`config.mk`:
```
export PLATFORM = sky130hd
export DESIGN_NAME = ffbha_ram
export DESIGN_NICKNAME = d
export VERILOG_FILES = /design/src/hdl/ffbha_ram.sv
export SDC_FILE = /design/constraint.sdc
export NUM_CORES = 1
export LEC_CHECK = 0
export BUFFER_PORTS_ARGS = -buffer_cell sky130_fd_sc_hd__clkbuf_2
export CORE_MARGIN = 2
export CORE_UTILIZATION = 45
export CTS_BUF_LIST = sky130_fd_sc_hd__clkbuf_4 sky130_fd_sc_hd__clkbuf_8
export DETAILED_ROUTE_END_ITERATION = 7
export GPL_ROUTABILITY_DRIVEN = 0
export GPL_TIMING_DRIVEN = 0
export PLACE_DENSITY = 0.61
export SYNTH_ARGS = -nofsm -noshare
export SYNTH_HDL_FRONTEND = slang
export SYNTH_SLANG_ARGS = --single-unit
```
`constraint.sdc`:
```
create_clock -name clk -period 1.6 [get_ports clk]
set_input_delay 0.24 -clock clk [delete_from_list [all_inputs] [get_ports clk]]
set_output_delay 0.24 -clock clk [all_outputs]
set_load 0.02 [all_outputs]
```
`src/hdl/ffbha_ram.sv`:
```
// ----------------------------------------------------------------------------
// ffbha_ram
// generic single write port, single read port ram with registered read data
// ----------------------------------------------------------------------------
module ffbha_ram #(
    parameter int WIDTH = 8,
    parameter int DEPTH = 16
) (
    input  logic                     clk,
    input  logic                     we,
    input  logic [$clog2(DEPTH)-1:0] waddr,
    input  logic [WIDTH-1:0]         wdata,
    input  logic [$clog2(DEPTH)-1:0] raddr,
    output logic [WIDTH-1:0]         rdata
);

    logic [WIDTH-1:0] mem [DEPTH];

    always_ff @(posedge clk)
    begin
        if (we)
        begin
            mem[waddr] <= wdata;
        end
        rdata <= mem[raddr];
    end

endmodule

```
; ---- Yosys cells after proc, flatten, opt, wreduce, memory -nomap -nowiden
; Memories as Yosys holds them, arrays and structs flattened. A register that Yosys moved wholly into a read port is not among the register bits.
; Cells that the tools add are included.
[op_classes]
n_mux = 2
[op_table]
columns = op, count
row1 = two-way mux 1 bit, 2
[word_totals]
ram_bits = 128
word_cells = 3
regBits = 0
memories = 1
[memory_table]
columns = memory, depth, word_bits, read_ports, rd_ports_with_merged_regs, wr, line
row1 = mem, 16, 8, 1, 1, 1, 17  ; logic [WIDTH-1:0] mem [DEPTH];

; ---- Depth between registers and ports, before layout
; Gate-level depths: netlist of run 1.
[logic_depth]
word_depth = 2
mapped_depth = 5
ltp_nobuf = 3

; ---- Worst setup path before layout of run 1
; Ideal clock, no wire load.
[synth_path]
path_type = in2reg
startpoint = input port waddr[2]
endpoint = memory mem[0][0] (enable)
required_time_ns = 1.217
path_stages = 2
path_slack_ns = -0.133
path_buffers = 0
t_arrival_ns = 1.350
path_cell_list = or3b_2 nor3_1
[synth_rtl]
columns = element, line
row1 = start: declaration, 11  ; input logic [$clog2(DEPTH)-1:0] waddr,
row2 = end: declaration, 17
; No word-level cell before the write port.

==> flow_summary.toml, run 1 <==
[status]
outcome = "finished clean"

[clock_network]
h-tree-depth = 4
clockRootBuffer = "clkbuf_8"
ctsHoldBuffers = 0
clk_pin_slew_ps = 80
cts.sinks = 136
cts_made_buffers = 17
clock_path_buffers = 2
cts_tree = "yes"
clk_latency_ps = 440

[floorplan]
start_util = 0.4567
core_sq_um = 11270
die_w_microns = 111.0
io_pins = 26
die_area_sq_um = 12310
die_h_microns = 111.0
placement_rows = 39

[synth]
syn_nets = 247
synth_area_leaders = "edfxtp_1, mux4_2, mux4_1"
synth_edf_count = 128
yosys.area.top_type_share = 0.7467
synthFlopType = "edfxtp_1"
syn_avg_cell_area_sq_um = 22.48
synth-seq-cells = 136
synth_cell_types = 19
yosysWarnings = 0
synthTopCellsByCount = "edfxtp_1, mux4_2, a22oi_1"
ys_seq_area_frac = 0.7778
synthCells = 229
yosysTopAreaCell = "edfxtp_1"
synth_most_common_cell = "edfxtp_1"
synthArstFlopShare = 0
syn_area_sq_um = 5147

[placed_design]
numPortBuffers = 24
post_dp_cell_area_sq_um = 5451
post-dp-hpwl_mm = 6.013

[routing]
drtIter0Drc = 115
wl_per_cell_microns = 22.06
routed_wl_mm = 9.443
antenna_left = 0
viasPerCell = 5.390
vias = 2307
drc = 0
first_pass_iters = 5

[global_routing]
grt_pass1_wl_mm = 14.27
grt_usage = 0.1683
busiest_layer = "met2"
use_met1 = 0.2202
antenna_found_initial = 0
grt_max_degree = 17
use_met3 = 0.05905
grt_pass1_vias = 2401
grt_overflow = 0
grt.met2_usage = 0.2585

[setup_path]
crit_required_ps = 1910
crit_fanout = 1
cp.arrival_ps = 1760
endpoint_kind = "flip-flop"
start_kind = "flip-flop"
critPathKind = "flip-flop to flip-flop"

[pwr]
ir_worst_vdd_mv = 0.7196
p_per_area_nw_per_um2 = 1293
leakagePower_nw = 1.992
finalPower_mw = 7.673

[worst_hold_path]
hold_path_class = "input port to flip-flop"

[sta]
holdWs_ps = 250.5
fin_worst_skew_ps = 10.07
period_needed_ps = 1446
final_max_slew_viol_count = 0
hold_viol = 0
fin_crit_sh = 0.9037
max_freq_mhz = 691.6
setup_viol = 0
rsz0062_at_grt = "false"
worst-slew-pin-transition_ps = 1222
relSlewSlack = 0.1788

[finish]
num_antenna_cells = 0
nNetsFinal = 290
drive_gt1_frac = 0.3053
syn2layout_area_growth_pct = 15.26
fin_util = 0.5264
fillers = 871
fin_area_sq_um = 5933

[job]
cap_violations = 0
[layout make-up]
type                            instances  area, sq um  area share
Tap cell                              143        178.9     0.03016
Clock buffer                           24        311.5     0.05251
Multi-Input combinational cell         83         1067      0.1799
Clock inverter                          8        165.2     0.02784
Buffer                                 10        86.33     0.01455
Sequential cell                       136         4004      0.6748
Timing Repair Buffer                   24        120.1     0.02024
[cells in the final DEF, fill, tap and decap left out]
| cell | n |
|---|---|
| clkbuf_4 | 3 |
| buf_4 | 1 |
| nor3_1 | 2 |
| bufinv_16 | 5 |
| clkbuf_2 | 24 |
| nor2_1 | 13 |
| nand2b_1 | 2 |
| or3b_2 | 1 |
| edfxtp_1 | 128 |
| clkinv_2 | 3 |
| buf_2 | 3 |
| nand3b_1 | 2 |
| dfxtp_1 | 8 |
| buf_6 | 3 |
| nand3_1 | 1 |
| a22oi_1 | 16 |
| and2_1 | 1 |
| nor2b_1 | 1 |
| nor3_2 | 2 |
| clkbuf_8 | 21 |
| mux4_1 | 14 |
| and2b_1 | 1 |
| clkdlybuf4s25_2 | 3 |
| nand2_1 | 9 |
| mux4_2 | 18 |
[critical path, cell delays in order, from the launching register on]
cell and delay, ps:
edfxtp_1 380, mux4_2 460, a22oi_1 400, nand2_1 90
[what timing repair did]
action	4_1_cts	5_1_grt
buffers inserted	0	0
setup endpoints to repair	0	8
resized for setup	0	1
[per-stage QoR]
step,std cells,setup TNS [ps],setup WS [ps]
finish,428,0,154.1
floorplan,229,0,93.85
CTS,428,0,67.09
global placement,396,-20220,-477.2
detailed placement,396,-19560,-391.2
global route,428,0,35.79
[final timing paths]
path | start | endpoint | slack, ps | cells past startpoint
min | wdata[5] | mem[8][5]$_DFFE_PP_ | 250 | 1
max | mem[2][7]$_DFFE_PP_ | rdata[7]$_DFF_P_ | 150 | 3
max reg2reg | mem[2][7]$_DFFE_PP_ | rdata[7]$_DFF_P_ | 150 | 3
min reg2reg | mem[8][2]$_DFFE_PP_ | rdata[2]$_DFF_P_ | 680 | 3
[per-layer routing]
layer / vias up / wire [microns]
met5: - / 0
met4: 0 / 184
met3: 12 / 680
met2: 74 / 4622
met1: 1165 / 3956
li1: 1056 / -
[cell families (layout without fill, tap and decap cells)]
| logic type | Yosys count | after routing | synth area share |
|---|---|---|---|
| flip-flops | 136 | 136 | 0.7778 |
| buffers and inverters | 10 | 66 | 0.01677 |
| AND/OR/NAND/NOR | 35 | 35 | 0.03184 |
| AO/OA/AOI/OAI | 16 | 16 | 0.02334 |
| multiplexers | 32 | 32 | 0.1502 |
[flip-flops by register name (all words and copies together), names as in the netlist]
register	flops
mem	128
rdata	8
[where the power goes]
part | total (mW) | switching, mW | internal [mW]
logic | 0.400 | 0.242 | 0.158
clock network | 3.27 | 1.21 | 2.07
registers | 4.00 | 0.0184 | 3.98
Power figures use the tool's default switching activity.
==> run 2: changes to the inputs <==
Settings changed: BUFFER_PORTS_ARGS -buffer_cell sky130_fd_sc_hd__clkbuf_2 to default, DONT_BUFFER_PORTS from default to 1, PLACE_DENSITY 0.61 to 0.59.
==> flow_summary.toml, run 2 (same netlist as run 1, synthesis figures left out) <==
[clock_network]
clockRootBuffer = "clkbuf_8"
h-tree-depth = 4
cts.sinks = 136
clk_latency_ps = 420
cts_made_buffers = 17
clk_pin_slew_ps = 70
post-cts-setup-buffers = 0
cts_tree = "yes"
clock_path_buffers = 2

[routing]
viasPerCell = 5.568
first_pass_iters = 4
drc = 0
routed_wl_mm = 9.627
vias = 2294
wl_per_cell_microns = 23.37
drtIter0Drc = 146
antenna_left = 0

[sta]
max_freq_mhz = 650.7
fin_crit_sh = 0.9606
fin_tns_setup_ps = 0
timing.final.ws_setup_ps = 63.10
fin_worst_skew_ps = 9.901
rsz0062_at_grt = "false"
setup_viol = 0
relSlewSlack = 0.1485
worst-slew-pin-transition_ps = 1268
hold_viol = 0
final_max_slew_viol_count = 0
period_needed_ps = 1537

[finish]
final_cell_mix = "edfxtp_1, clkbuf_8, mux4_2"
syn2layout_area_growth_pct = 12.57
mostFrequentLayoutCell = "edfxtp_1"
multi_input_area_sq_um = 1062
nNetsFinal = 274
num_antenna_cells = 0
fillers = 885
final_cell_count_no_fill = 412
top_regs = "mem (128), rdata (8)"
drive_gt1_frac = 0.2305
regArea_sq_um = 4004
largest_reg_flops = 128
largest-register = "mem"

[pwr]
p_seq_frac = 0.577
p_per_area_nw_per_um2 = 1206
ir_worst_vdd_mv = 0.4755
switching_share = 0.2048
pwr-share-clk = 0.375
leakagePower_nw = 1.881
power_switching_mw = 1.432
internal_power_mw = 5.558
combPwrFrac = 0.048

[setup_path]
crit_fanout = 1
cp_slowest_stage_delay_ps = 560
start_kind = "flip-flop"
critPathKind = "flip-flop to flip-flop"
crit_required_ps = 1890
path_buf_inv = 0
endpoint_kind = "flip-flop"
path_delay_family = "multiplexers"
cp.arrival_ps = 1830
crit_chain = "mux4_1 -> a22oi_1 -> nand2_1"
cpMaxStageDelayCell = "mux4_1"

[placed_design]
post-dp-hpwl_mm = 5.927
numPortBuffers = 0
pre_cts_ws_ps = -268.6
placed_cells = 372

[floorplan]
placement_rows = 39
die_h_microns = 111.0
start_util = 0.4567
die_area_sq_um = 12310
io_pins = 26
die_w_microns = 111.0
core_sq_um = 11270

[global_routing]
antenna_found_initial = 0
grt_pass1_vias = 2430
grt_max_degree = 17
grt_pass1_wl_mm = 14.42
grt_usage = 0.1671
grt_overflow = 0

[status]
outcome = "finished clean"

[job]
cap_violations = 0

[worst_hold_path]
hold_path_class = "input port to flip-flop"
[run 2: layout make-up]
cell class / instances / area share
Clock buffer: 23 / 0.05355
Tap cell: 143 / 0.03088
Clock inverter: 9 / 0.01252
Multi-Input combinational cell: 83 / 0.1833
Sequential cell: 136 / 0.6910
Timing Repair Buffer: 8 / 0.01382
Buffer: 10 / 0.01490
[run 2: power by group through the flow]
stage / registers [mW] / logic [mW] / clock network [mW]
finish: 4.03 / 0.336 / 2.62
global route: 4.04 / 0.363 / 2.86
CTS: 4.03 / 0.341 / 2.67
detailed placement: 4.11 / 0.276 / 0
global placement: 4.11 / 0.276 / 0
floorplan: 4.10 / 0.202 / 0
[run 2: repair_timing]
item / CTS / global route
hold buffers: 8 / 0
endpoints found under the hold margin: 128 / 0
resized for setup: 0 / 0
setup endpoints to repair: 0 / 0
[run 2: worst paths after layout]
path,slack (ps),endpoint,startpoint,cells after the start
max,60,rdata[0]$_DFF_P_,mem[5][0]$_DFFE_PP_,3
min reg2reg,680,rdata[3]$_DFF_P_,mem[8][3]$_DFFE_PP_,3
max reg2reg,60,rdata[0]$_DFF_P_,mem[5][0]$_DFFE_PP_,3
min,100,mem[0][3]$_DFFE_PP_,waddr[0],1
[run 2: metrics by stage]
step / hold WS, ps / utilization / cell area [sq um] / total power [mW]
2_1_floorplan: 338.9 / - / 5152 / 4.306
3_3_place_gp: 339.7 / 0.4730 / 5331 / 4.382
3_5_place_dp: 339.7 / 0.4730 / 5331 / 4.388
4_1_cts: 89.71 / 0.5140 / 5794 / 7.046
5_1_grt: 84.78 / 0.5140 / 5794 / 7.259
6_report: 103.2 / 0.5140 / 5794 / 6.990
[run 2: metal layers]
layer / part of all wire / track usage / vias to the layer above
met5: 0 / 0 / -
met4: 0.025 / 0.07333 / 0
met3: 0.074 / 0.04593 / 13
met2: 0.48 / 0.2544 / 84
met1: 0.43 / 0.2293 / 1173
li1: - / - / 1024
==> run 3: changes to the inputs <==
Settings changed: BUFFER_PORTS_ARGS from default to -buffer_cell sky130_fd_sc_hd__buf_4, DONT_BUFFER_PORTS 1 to default, PLACE_DENSITY 0.59 to 0.61.
==> flow_summary.toml, run 3 (same netlist as run 1, synthesis figures left out) <==
[setup_path]
r2r_slack_ps = 210
cp.arrival_ps = 1540
crit_chain = "buf_4 -> or3b_2 -> nor2_1"
critPathKind = "input port to flip-flop"
endpoint_kind = "flip-flop"
crit_fanout = 8
cpMaxStageDelayCell = "nor2_1"
start_kind = "input port"
crit_required_ps = 1650
cp_slowest_stage_delay_ps = 650

[global_routing]
grt_max_degree = 17
grt_usage = 0.1628
antenna_found_initial = 0
grt_pass1_vias = 2388
grt_overflow = 0
grt_pass1_wl_mm = 13.90

[routing]
drtIter0Drc = 131
drc = 0
first_pass_iters = 4
vias = 2319
wl_per_cell_microns = 21.43
routed_wl_mm = 9.174
viasPerCell = 5.418
antenna_left = 0

[sta]
period_needed_ps = 1489
final_max_slew_viol_count = 0
relSlewSlack = 0.1196
timing.final.ws_setup_ps = 111.0
fin_tns_setup_ps = 0
fin_worst_skew_ps = 9.373
rsz0062_at_grt = "false"
hold_viol = 0
max_freq_mhz = 671.6
fin_crit_sh = 0.9306
worst-slew-pin-transition_ps = 1310
setup_viol = 0

[floorplan]
io_pins = 26
die_h_microns = 111.0
placement_rows = 39
die_area_sq_um = 12310
start_util = 0.4567
die_w_microns = 111.0
core_sq_um = 11270

[pwr]
switching_share = 0.2105
p_seq_frac = 0.584
ir_worst_vdd_mv = 0.4788
finalPower_mw = 6.843
p_per_area_nw_per_um2 = 1168
internal_power_mw = 5.403
power_switching_mw = 1.440
combPwrFrac = 0.062
pwr-share-clk = 0.354
leakagePower_nw = 1.937

[placed_design]
numPortBuffers = 24
post_dp_cell_area_sq_um = 5512
pre_cts_ws_ps = -516.8
post-dp-hpwl_mm = 5.898

[clock_network]
clk_latency_ps = 430
clock_path_buffers = 2
clockRootBuffer = "clkbuf_8"
cts_resized = 1
clk_pin_slew_ps = 70
post-cts-setup-buffers = 0
cts.sinks = 136
ctsHoldBuffers = 0
h-tree-depth = 4
cts_made_buffers = 17
cts_tree = "yes"

[status]
outcome = "finished clean"

[job]
cap_violations = 0

[finish]
fin_area_sq_um = 5858
largest-register = "mem"
multi_input_area_sq_um = 1067
top_regs = "mem (128), rdata (8)"
fin_util = 0.5197
nNetsFinal = 290
fillers = 888
mostFrequentLayoutCell = "edfxtp_1"
drive_gt1_frac = 0.2912
num_antenna_cells = 0
largest_reg_flops = 128
final_cell_mix = "edfxtp_1, buf_4, mux4_2"
regArea_sq_um = 4004
syn2layout_area_growth_pct = 13.81

[worst_hold_path]
hold_path_class = "input port to flip-flop"
## run 3: cell types whose count changed in the layout (fill, tap and decap cells not counted), sizes merged
cell | previous run | this run
buf | 7 | 31
clkbuf | 23 | 20
clkinv | 7 | 9
clkinvlp | 1 | 2
dlygate4sd3 | 8 | 0
## run 3: cell type report
class,instances,area share
flip-flops and latches,136,0.6835
multi-input cells,83,0.1822
clock buffers,20,0.04378
repair buffers,24,0.03076
well taps,143,0.03054
plain buffers,10,0.01474
clock inverters,12,0.01452
## run 3: per-stage QoR
stage,hold WS (ps),instances
after floorplan,338.9,229
after global placement,561.4,396
after detailed placement,578.2,396
after CTS,112.1,428
after global routing,128.8,428
final,136.3,428
## run 3: final timing paths
path / startpoint / end / cells after the start
max: waddr[2] / mem[2][6]$_DFFE_PP_ / 3
min: wdata[5] / mem[6][5]$_DFFE_PP_ / 1
max reg2reg: mem[4][0]$_DFFE_PP_ / rdata[0]$_DFF_P_ / 3
min reg2reg: mem[8][2]$_DFFE_PP_ / rdata[2]$_DFF_P_ / 3
## run 3: power groups by stage
| stage | combinational, mW | clock (mW) | sequential (mW) |
|---|---|---|---|
| 4_1_cts | 0.434 | 2.47 | 4.00 |
| 5_1_grt | 0.462 | 2.66 | 4.00 |
| 6_report | 0.426 | 2.42 | 4.00 |
| 3_3_place_gp | 0.424 | 0 | 4.07 |
| 2_1_floorplan | 0.202 | 0 | 4.10 |
| 3_5_place_dp | 0.433 | 0 | 4.08 |
## run 3: worst max-delay path, delay by kind of cell
kind                   cells  cell delay, ps
buffers and inverters      1             120
and+or+nand+nor            2            1180
## run 3: per-layer routing
layer / part of all wire / up-vias / track usage / wire length (microns)
li1: - / 1057 / - / -
met1: 0.46 / 1182 / 0.2319 / 4243
met2: 0.48 / 71 / 0.2454 / 4409
met3: 0.048 / 9 / 0.04155 / 444
met4: 0.0083 / 0 / 0.06250 / 76
met5: 0 / - / 0 / 0
